File: src/rtl/swt_pkg.sv
// types, codes and the per-byte lexer step of the shell word tokenizer
package swt_pkg;

    localparam int ChWidth     = 8;
    localparam int KindWidth   = 2;
    localparam int OpWidth     = 3;
    localparam int MaxResults  = 3;
    localparam int CntWidth    = 2;
    localparam int TdataWidth  = 16;

    // result kinds
    localparam logic [KindWidth-1:0] KIND_CHAR = 2'd0;
    localparam logic [KindWidth-1:0] KIND_END  = 2'd1;
    localparam logic [KindWidth-1:0] KIND_OP   = 2'd2;
    localparam logic [KindWidth-1:0] KIND_LINE = 2'd3;

    // operator codes
    localparam logic [OpWidth-1:0] OP_PIPE   = 3'd0;
    localparam logic [OpWidth-1:0] OP_LESS   = 3'd1;
    localparam logic [OpWidth-1:0] OP_GREAT  = 3'd2;
    localparam logic [OpWidth-1:0] OP_APPEND = 3'd3;
    localparam logic [OpWidth-1:0] OP_AMP    = 3'd4;
    localparam logic [OpWidth-1:0] OP_NONE   = 3'd0;

    // special bytes
    localparam logic [ChWidth-1:0] CH_SQUOTE = 8'h27;
    localparam logic [ChWidth-1:0] CH_DQUOTE = 8'h22;
    localparam logic [ChWidth-1:0] CH_BSLASH = 8'h5c;
    localparam logic [ChWidth-1:0] CH_DOLLAR = 8'h24;
    localparam logic [ChWidth-1:0] CH_HASH   = 8'h23;
    localparam logic [ChWidth-1:0] CH_PIPE   = 8'h7c;
    localparam logic [ChWidth-1:0] CH_LESS   = 8'h3c;
    localparam logic [ChWidth-1:0] CH_GREAT  = 8'h3e;
    localparam logic [ChWidth-1:0] CH_AMP    = 8'h26;
    localparam logic [ChWidth-1:0] CH_SPACE  = 8'h20;
    localparam logic [ChWidth-1:0] CH_TAB    = 8'h09;
    localparam logic [ChWidth-1:0] CH_CR     = 8'h0d;
    localparam logic [ChWidth-1:0] CH_NONE   = 8'h00;

    typedef enum logic [6:0] {
        MODE_NORMAL = 7'b0000001,
        MODE_SQ     = 7'b0000010,
        MODE_DQ     = 7'b0000100,
        MODE_DQBS   = 7'b0001000,
        MODE_BS     = 7'b0010000,
        MODE_GT     = 7'b0100000,
        MODE_CMT    = 7'b1000000
    } mode_t;

    typedef struct packed {
        logic [KindWidth-1:0] kind;
        logic [ChWidth-1:0]   ch;
        logic                 quoted;
        logic [OpWidth-1:0]   op;
    } res_t;

    typedef struct packed {
        res_t [MaxResults-1:0] res;
        logic [CntWidth-1:0]   cnt;
        mode_t                 mode;
        logic                  in_word;
        logic                  quoted;
    } lex_t;

    function automatic lex_t push(lex_t s, logic [KindWidth-1:0] kind,
                                  logic [ChWidth-1:0] ch, logic q,
                                  logic [OpWidth-1:0] op);
        lex_t r;
        r = s;
        if (s.cnt != CntWidth'(MaxResults)) begin
            r.res[s.cnt].kind   = kind;
            r.res[s.cnt].ch     = ch;
            r.res[s.cnt].quoted = q;
            r.res[s.cnt].op     = op;
            r.cnt               = s.cnt + 2'd1;
        end
        return r;
    endfunction

    function automatic lex_t end_word(lex_t s);
        lex_t r;
        r = s;
        if (s.in_word) begin
            r = push(r, KIND_END, CH_NONE, s.quoted, OP_NONE);
        end
        r.in_word = 1'b0;
        r.quoted  = 1'b0;
        return r;
    endfunction

    function automatic lex_t normal_byte(lex_t s, logic [ChWidth-1:0] c);
        lex_t r;
        logic is_space;
        r = s;
        is_space = (c >= CH_TAB && c <= CH_CR) || c == CH_SPACE;
        if (c == CH_SQUOTE || c == CH_DQUOTE) begin
            r.in_word = 1'b1;
            r.quoted  = 1'b1;
            r.mode    = (c == CH_SQUOTE) ? MODE_SQ : MODE_DQ;
        end else if (c == CH_BSLASH) begin
            r.mode = MODE_BS;
        end else if (is_space) begin
            r = end_word(r);
        end else if (c == CH_HASH && !s.in_word) begin
            r.mode = MODE_CMT;
        end else if (c == CH_PIPE) begin
            r = push(end_word(r), KIND_OP, CH_NONE, 1'b0, OP_PIPE);
        end else if (c == CH_LESS) begin
            r = push(end_word(r), KIND_OP, CH_NONE, 1'b0, OP_LESS);
        end else if (c == CH_AMP) begin
            r = push(end_word(r), KIND_OP, CH_NONE, 1'b0, OP_AMP);
        end else if (c == CH_GREAT) begin
            r      = end_word(r);
            r.mode = MODE_GT;
        end else begin
            r.in_word = 1'b1;
            r = push(r, KIND_CHAR, c, 1'b0, OP_NONE);
        end
        return r;
    endfunction

    function automatic lex_t lex_step(mode_t mode, logic in_word, logic quoted,
                                      logic [ChWidth-1:0] c, logic eol);
        lex_t s;
        s         = '0;
        s.mode    = mode;
        s.in_word = in_word;
        s.quoted  = quoted;
        if (eol) begin
            if (mode == MODE_BS) begin
                s.in_word = 1'b1;
                s = push(s, KIND_CHAR, CH_BSLASH, 1'b0, OP_NONE);
            end else if (mode == MODE_DQBS) begin
                s = push(s, KIND_CHAR, CH_BSLASH, 1'b0, OP_NONE);
            end else if (mode == MODE_GT) begin
                s = push(s, KIND_OP, CH_NONE, 1'b0, OP_GREAT);
            end
            s      = end_word(s);
            s      = push(s, KIND_LINE, CH_NONE, 1'b0, OP_NONE);
            s.mode = MODE_NORMAL;
        end else begin
            unique case (mode)
                MODE_SQ: begin
                    if (c == CH_SQUOTE) begin
                        s.mode = MODE_NORMAL;
                    end else begin
                        s = push(s, KIND_CHAR, c, 1'b0, OP_NONE);
                    end
                end
                MODE_DQ: begin
                    if (c == CH_DQUOTE) begin
                        s.mode = MODE_NORMAL;
                    end else if (c == CH_BSLASH) begin
                        s.mode = MODE_DQBS;
                    end else begin
                        s = push(s, KIND_CHAR, c, 1'b0, OP_NONE);
                    end
                end
                MODE_DQBS: begin
                    if (!(c == CH_DQUOTE || c == CH_BSLASH || c == CH_DOLLAR)) begin
                        s = push(s, KIND_CHAR, CH_BSLASH, 1'b0, OP_NONE);
                    end
                    s      = push(s, KIND_CHAR, c, 1'b0, OP_NONE);
                    s.mode = MODE_DQ;
                end
                MODE_BS: begin
                    s.in_word = 1'b1;
                    s         = push(s, KIND_CHAR, c, 1'b0, OP_NONE);
                    s.mode    = MODE_NORMAL;
                end
                MODE_GT: begin
                    s.mode = MODE_NORMAL;
                    if (c == CH_GREAT) begin
                        s = push(s, KIND_OP, CH_NONE, 1'b0, OP_APPEND);
                    end else begin
                        s = push(s, KIND_OP, CH_NONE, 1'b0, OP_GREAT);
                        s = normal_byte(s, c);
                    end
                end
                MODE_CMT: begin
                    s.mode = MODE_CMT;
                end
                default: begin
                    s.mode = MODE_NORMAL;
                    s      = normal_byte(s, c);
                end
            endcase
        end
        return s;
    endfunction

endpackage

File: src/rtl/shell_word_tokenizer.sv
// shell command line tokenizer: one byte per item in, word and operator items out
// the first result of an item is registered and valid the cycle after the item is accepted
// throughput: one item per cycle while items give at most one result each and m_tready is high
// an item giving n results (up to 3) stalls the input until the result queue holds
// one result and m_tready is high; items with no result never stall the input
// reset: synchronous active-low aresetn returns the lexer to normal mode, no open word, empty queue
module shell_word_tokenizer (
    input  logic        aclk,
    input  logic        aresetn,
    input  logic        s_tvalid,
    output logic        s_tready,
    input  logic [7:0]  s_tdata,   // ch[7:0]
    input  logic        s_tlast,   // end of line
    output logic        m_tvalid,
    input  logic        m_tready,
    output logic [15:0] m_tdata,   // ch_res[7:0], quoted[8], op[11:9], zero[15:12]
    output logic [1:0]  m_tuser,   // kind[1:0]
    output logic        m_tlast
);
    import swt_pkg::*;

    mode_t                       mode_reg;
    logic                        in_word_reg;
    logic                        quoted_reg;
    res_t [MaxResults-1:0]       res_reg;
    logic [CntWidth-1:0]         cnt_reg;

    lex_t                        lex;
    logic                        accept;
    logic                        pop;

    assign pop      = m_tvalid && m_tready;
    assign s_tready = (cnt_reg == '0) || (cnt_reg == CntWidth'(1) && m_tready);
    assign accept   = s_tvalid && s_tready;

    always_comb begin
        lex = lex_step(mode_reg, in_word_reg, quoted_reg, s_tdata, s_tlast);
    end

    always_ff @(posedge aclk) begin
        if (!aresetn) begin
            mode_reg    <= MODE_NORMAL;
            in_word_reg <= 1'b0;
            quoted_reg  <= 1'b0;
            cnt_reg     <= '0;
        end else if (accept) begin
            mode_reg    <= lex.mode;
            in_word_reg <= lex.in_word;
            quoted_reg  <= lex.quoted;
            cnt_reg     <= lex.cnt;
        end else if (pop) begin
            cnt_reg     <= cnt_reg - CntWidth'(1);
        end
    end

    // pending results, head at index 0
    always_ff @(posedge aclk) begin
        if (accept) begin
            res_reg <= lex.res;
        end else if (pop) begin
            res_reg[0] <= res_reg[1];
            res_reg[1] <= res_reg[2];
        end
    end

    assign m_tvalid = cnt_reg != '0;
    assign m_tlast  = cnt_reg == CntWidth'(1);
    assign m_tuser  = res_reg[0].kind;
    assign m_tdata  = {{(TdataWidth - ChWidth - 1 - OpWidth){1'b0}},
                       res_reg[0].op, res_reg[0].quoted, res_reg[0].ch};

endmodule

File: config.mk
export PLATFORM = sky130hd
export DESIGN_NAME = shell_word_tokenizer
export DESIGN_NICKNAME = d
export VERILOG_FILES = /design/src/rtl/swt_pkg.sv /design/src/rtl/shell_word_tokenizer.sv
export SDC_FILE = /design/constraint.sdc
export NUM_CORES = 1
export LEC_CHECK = 0
export BUFFER_PORTS_ARGS = -buffer_cell sky130_fd_sc_hd__buf_2
export CAP_MARGIN = 20
export CORE_UTILIZATION = 54
export DETAILED_ROUTE_END_ITERATION = 8
export GPL_TIMING_DRIVEN = 0
export PLACE_DENSITY = 0.87
export SLEW_MARGIN = 20
export SYNTH_ARGS = -nofsm -noshare
export SYNTH_HDL_FRONTEND = slang
export SYNTH_SLANG_ARGS = --single-unit
export TNS_END_PERCENT = 50
File: constraint.sdc
create_clock -name aclk -period 2.55 [get_ports aclk]
set_input_delay 0.255 -clock aclk [delete_from_list [all_inputs] [get_ports aclk]]
set_output_delay 0.255 -clock aclk [all_outputs]
set_load 0.01 [all_outputs]
Yosys cells after proc, flatten, opt, wreduce, memory -nomap -nowiden

Cells that the tools add are included.

Logic and storage cells: 361
Register bits: 53
Output and inout bits: 21
Input bits: 13

Reduce and logical (&&, ||, !) cells: 30
$lt $le $gt $ge: 22
Mux-type cells: 242
Equal/unequal tests: 40
Add/subtract/negate cells: 11

Operators by type and width:

| kind                  | count |
|---|---|
| $mux W53              | 69 |
| $bwmux W42            | 44 |
| $demux W14 S2         | 40 |
| $mux W44              | 17 |
| $pmux W44 S6          | 1 |
| $mux W14              | 13 |
| $mux W12              | 10 |
| $mux W25              | 3 |
| $eq A8 B6 Y1 const B  | 8 |
| $mux W28              | 2 |
| $mux W7               | 7 |
| $mux W16              | 3 |
| $pmux W7 S6           | 1 |
| $mux W4               | 10 |
| $mux W3               | 11 |
| $lt A2 B3 Y1 const B  | 10 |
| $mux W24              | 1 |
| $ne A2 B2 Y1 const B  | 12 |
| $mux W22              | 1 |
| $add A2 B1 Y2 const B | 10 |
| $ge A2 B1 Y1 const B  | 10 |
| $mux W9               | 2 |
| $eq A8 B7 Y1 const B  | 2 |
| $ne A4 B4 Y1 const B  | 4 |
| 27 further kinds      | 54 |

Depth between registers and ports, before layout

Depth after elaboration: 44
Depth in mapped cells: 10

Worst setup path after synthesis

No wires, ideal clock.

Path type: flip-flop to flip-flop
Start: register mode_reg[3]
End: register res_reg (netlist bit m_tdata[6]) (data pin)
Arrival time: 2.215 ns
Setup slack: 0.183 ns
Setup time: 0.152 ns
Stages on the path, launching flop included: 9
Period minus slack after synthesis: 2.367 ns
Path buffers: 2
Path through: dfxtp_1 > clkbuf_1 > or4b_2 > o311ai_1 > a32oi_1 > buf_2 > o31ai_1 > o22ai_1 > a31oi_1

Word-level cells in the longest chain between the ends: 22
Elaborated cells between the ends (all ways): 44
Classes of those cells: add/sub (1); order compare (4); eq/ne (8); mux (29); reduce/logical (2)

RTL lines:

| what                                                               | line                           | text |
|---|---|---|
| start, declared                                                    | shell_word_tokenizer.sv:22     | `mode_t mode_reg;` |
| start signal, assigned                                             | shell_word_tokenizer.sv:47     | `mode_reg <= lex.mode;` |
| $eq A7 B6 Y1                                                       | swt_pkg.sv:135, swt_pkg.sv:142 |  |
| $mux W25                                                           | swt_pkg.sv:135                 | `end else if (mode == MODE_GT) begin` |
| $mux W25                                                           | swt_pkg.sv:133                 | `end else if (mode == MODE_DQBS) begin` |
| $mux W25                                                           | swt_pkg.sv:130                 | `if (mode == MODE_BS) begin` |
| $mux W53                                                           | swt_pkg.sv:129                 | `if (eol) begin` |
| $lt A2 B3 Y1 (not written as such) or $ge A2 B1 Y1 (tied branches) | swt_pkg.sv:72                  | `r.res[s.cnt].ch = ch;` |
| $logic_and A1 B1 Y1 (not written as such)                          | swt_pkg.sv:72                  |  |
| $mux W12 (not written as such)                                     | swt_pkg.sv:72                  |  |
| [6 not listed]                                                     | --                             |  |
| $mux W53                                                           | swt_pkg.sv:129                 |  |
| $bwmux W42                                                         | swt_pkg.sv:71                  | `r.res[s.cnt].kind = kind;` |
| $bwmux W42                                                         | swt_pkg.sv:72                  |  |
| $bwmux W42                                                         | swt_pkg.sv:73                  | `r.res[s.cnt].quoted = q;` |
| $bwmux W42                                                         | swt_pkg.sv:74                  | `r.res[s.cnt].op = op;` |
| $mux W44                                                           | swt_pkg.sv:70                  | `if (s.cnt != CntWidth'(MaxResults)) begin` |
| $mux W53 (*)                                                       | swt_pkg.sv:129                 |  |
| $mux W28 (*)                                                       | shell_word_tokenizer.sv:58     | `if (accept) begin` |
| end signal, assigned                                               | shell_word_tokenizer.sv:59     | `res_reg <= lex.res;` |
| end, declared                                                      | shell_word_tokenizer.sv:25     | `res_t [MaxResults-1:0] res_reg;` |

Mark *: on every way between the ends. The rest lies on a longest branch, timed or not. The select of a mux whose other input is x is not followed.
A chain may end at the register's enable or synchronous reset.

Final worst setup path

Start: register mode_reg[0]
End: register res_reg[14] (netlist name) (data pin)

Word-level cells in the longest chain between the ends: 20
Elaborated cells between the ends (all ways): 44
Classes of those cells: add/sub (1); order compare (4); eq/ne (8); mux (29); reduce/logical (2)

RTL lines:

| what                                                                    | line |
|---|---|
| $eq A7 B6 Y1                                                            | swt_pkg.sv:135, swt_pkg.sv:142 |
| $mux W25                                                                | swt_pkg.sv:135 |
| $mux W25                                                                | swt_pkg.sv:133 |
| $mux W25                                                                | swt_pkg.sv:130 |
| $mux W53                                                                | swt_pkg.sv:129 |
| $lt A2 B3 Y1 (not written as such), or another cell as far along        | swt_pkg.sv:74 |
| $logic_and A1 B1 Y1 (not written as such) or $bwmux W42 (tied branches) | swt_pkg.sv:74, swt_pkg.sv:71 |
| $mux W3 (not written as such) or $bwmux W42 (tied branches)             | swt_pkg.sv:74, swt_pkg.sv:72 |
| [4 not listed]                                                          | -- |
| $mux W53                                                                | swt_pkg.sv:129 |
| $bwmux W42                                                              | swt_pkg.sv:71 |
| $bwmux W42                                                              | swt_pkg.sv:72 |
| $bwmux W42                                                              | swt_pkg.sv:73 |
| $bwmux W42                                                              | swt_pkg.sv:74 |
| $mux W44                                                                | swt_pkg.sv:70 |
| $mux W53 (*)                                                            | swt_pkg.sv:129 |
| $mux W28 (*)                                                            | shell_word_tokenizer.sv:58 |

Marked as above.

==> results.py <==
metrics = {
    "finish": {
        "drive_gt1_share_pct": 28.2,
        "fin_nets": 416,
        "largest_reg_flops": 17,
        "antenna_cells": 0,
        "design_area_um2": 3720,
        "area_growth_pct": 17.2,
        "n_fill_cell": 485,
        "fin_cells": 469,
    },
    "floorplanning": {
        "die_width_um": 78.6,
        "coreArea_um2": 5570,
        "fp.dieH_um": 78.6,
        "die_area_um2": 6180,
        "start_util_pct": 56.9,
        "ioPinCount": 34,
        "placementRows": 27,
    },
    "route": {
        "wire_per_inst_um": 21.0,
        "vias_per_cell": 6.73,
        "dr.pass1.iters": 6,
        "drtAntennaViolNets": 0,
        "drt-total-wl_mm": 9.85,
        "drtIter0Drc": 422,
        "post-route-drc-count": 0,
        "vias": 3157,
    },
    "timing": {
        "fin_skew_ps": 6.73,
        "fmax_mhz": 390,
        "min_period_ps": 2570,
        "tightest_slew_ps": 740,
        "tns_ps": -16.8,
        "drv_slew": 0,
        "setup_viol": 1,
        "layout_setup_ws_ps": -16.8,
        "finalHoldViolations": 0,
        "slew_headroom_pct": 50.2,
        "rsz0062_at_grt": "true",
        "post-route-period-util_pct": 101,
    },
    "global_route": {
        "grt_util_all_layers_pct": 32.8,
        "antenna_found_initial": 0,
        "grt_pass1_vias": 2889,
        "grt-ovfl-total": 0,
        "grt_pass1_wl_mm": 15.1,
        "grt_max_degree": 32,
    },
    "synthesis": {
        "synth-edff-count": 31,
        "synth_common_cells": "edfxtp_1, nand2_1, nor2_1",
        "yosysTopAreaCellShare_pct": 29.4,
        "synth.area.top_cells": "edfxtp_1, dfxtp_1, buf_4",
        "async_flop_share_pct": 0,
        "syn-mean-instance-area_um2": 8.96,
        "seq_area_frac_synth_pct": 36.3,
        "ys_types": 70,
        "syn_area_um2": 3170,
        "synth.most_common_cell": "edfxtp_1",
        "ys_seq_elements": 42,
        "yosysWarnings": 0,
        "ys.flop_type": "edfxtp_1",
        "yosys.area.top_type": "edfxtp_1",
        "syn_inst": 354,
    },
    "setup_path": {
        "rr_worst_depth": 6,
        "worstPathRequired_ps": 2700,
        "r2r_start": "mode_reg[0]$_SDFFE_PN1P_",
        "cp-start-kind": "register",
        "critical_path_class": "register to register",
        "cp_max_fo": 7,
        "r2r_end": "res_reg[14]$_DFFE_PP_",
        "critPathLaunch": "mode_reg[0]$_SDFFE_PN1P_",
        "critPathCaptureType": "register",
        "ff2ff_setup_slack_ps": -20,
        "worstPathArrival_ps": 2710,
    },
    "job": {
        "cap_violations": 0,
    },
    "power_and_ir_drop": {
        "p_total_w": 0.00236,
        "peakVddDrop_v": 0.000357,
        "power_density_nw_per_um2": 636,
        "leakagePower_nw": 1.43,
    },
    "clock_network": {
        "numCtsBuffers": 5,
        "hold_buffers": 0,
        "clock_sinks": 42,
        "cts_root_buf": "clkbuf_8",
        "h-tree-depth": 2,
        "clk_path_buf_depth": 2,
        "clk_pin_slew_ps": 90,
        "insertion_delay_ps": 300,
        "cts_tree": "done",
    },
    "placed_design": {
        "place_area_um2": 3410,
        "gp_congestion": 0.944,
        "pre_cts_ws_ps": -382,
        "dpl.hpwl_mm": 7.24,
        "dp_cells": 457,
        "io_buffers": 28,
    },
    "hold_path": {
        "min_delay_path_depth": 2,
        "hold_path_class": "primary input to register",
        "hold_end": "res_reg[28]$_SDFFCE_PP0P_",
        "hold_path_startpoint": "s_tdata[6]",
    },
    "outcome": {
        "violations": "negative setup slack",
        "status": "finished, violations left",
    },
}
[cell usage in the layout (no fill, tap or decap), types with 8 or more instances in the layout]
| cell | instances |
|---|---|
| clkbuf_1 | 14 |
| buf_4 | 23 |
| inv_1 | 9 |
| dfxtp_1 | 9 |
| nand2b_1 | 8 |
| a21oi_1 | 14 |
| and2_1 | 8 |
| edfxtp_1 | 31 |
| nand3_1 | 18 |
| nor2_1 | 16 |
| o21ai_0 | 16 |
| nand2_1 | 30 |
| and3_1 | 8 |
| buf_2 | 29 |
[where the power goes]
group / total (W) / internal [W] / switching [W]
Clock: 0.000552 / 0.000293 / 0.000259
Sequential: 0.000991 / 0.000932 / 0.0000597
Combinational: 0.000821 / 0.000346 / 0.000475
Total: 0.00236 / 0.00157 / 0.000794
[repair_timing]
item / 4_1_cts / 5_1_grt
buffers inserted: 4 / 0
setup endpoints to repair: 20 / 22
gates resized for setup: 24 / 17
pin swaps: 2 / 1
gates cloned: 0 / 0
[kinds of logic (layout without fill, tap and decap cells)]
logic type	count (synthesis)	count (layout)	synth area share, %
buf+inv	51	91	9.87
simple gates	150	150	27.4
compound gates	97	97	21.8
flops	42	42	36.3
other cells	1	4	0.118
fa+ha+maj	7	7	2.76
mux	1	1	0.355
xor+xnor	5	5	1.38
[worst max path at each step]
stage / slack [ps] / end
after CTS: 8 / m_tdata[2]$_DFFE_PP_
after detailed placement: -380 / m_tdata[2]$_DFFE_PP_
final: -20 / res_reg[14]$_DFFE_PP_
after global placement: -380 / m_tdata[2]$_DFFE_PP_
after floorplan: 180 / m_tdata[6]$_DFFE_PP_
after global routing: -90 / m_tdata[9]$_DFFE_PP_
[critical path, stage by stage, from the launching register on]
cell      delay, ps
dfxtp_1         400
nor3_2          480
nand4b_1        470
nor3_1          410
a21oi_1          60
or4_1           420
o21ai_0         180
[routing by layer]
metal	part of all wire (%)	GRT usage, %
met1	40	41.3
met2	48	53.0
met3	9.4	7.33
met4	3.2	15.4
met5	0	0
[through the flow]
stage	util, %	hold WS (ps)
6_report	66.7	288
5_1_grt	66.7	306
4_1_cts	65.6	289
3_5_place_dp	61.2	518
3_3_place_gp	61.2	495
2_1_floorplan	-	466
[final cells by class]
cell class / instances / area (µm²) / area share (%)
clock inverter: 2 / 37.5 / 1.01
tap: 72 / 90.1 / 2.42
sequential: 42 / 1150 / 31.0
buffer: 42 / 289 / 7.78
inverter: 9 / 33.8 / 0.909
multi-input combinational: 264 / 1870 / 50.3
clock buffer: 6 / 72.6 / 1.95
timing repair buffer: 32 / 170 / 4.58
Power figures use the tool's default switching activity.
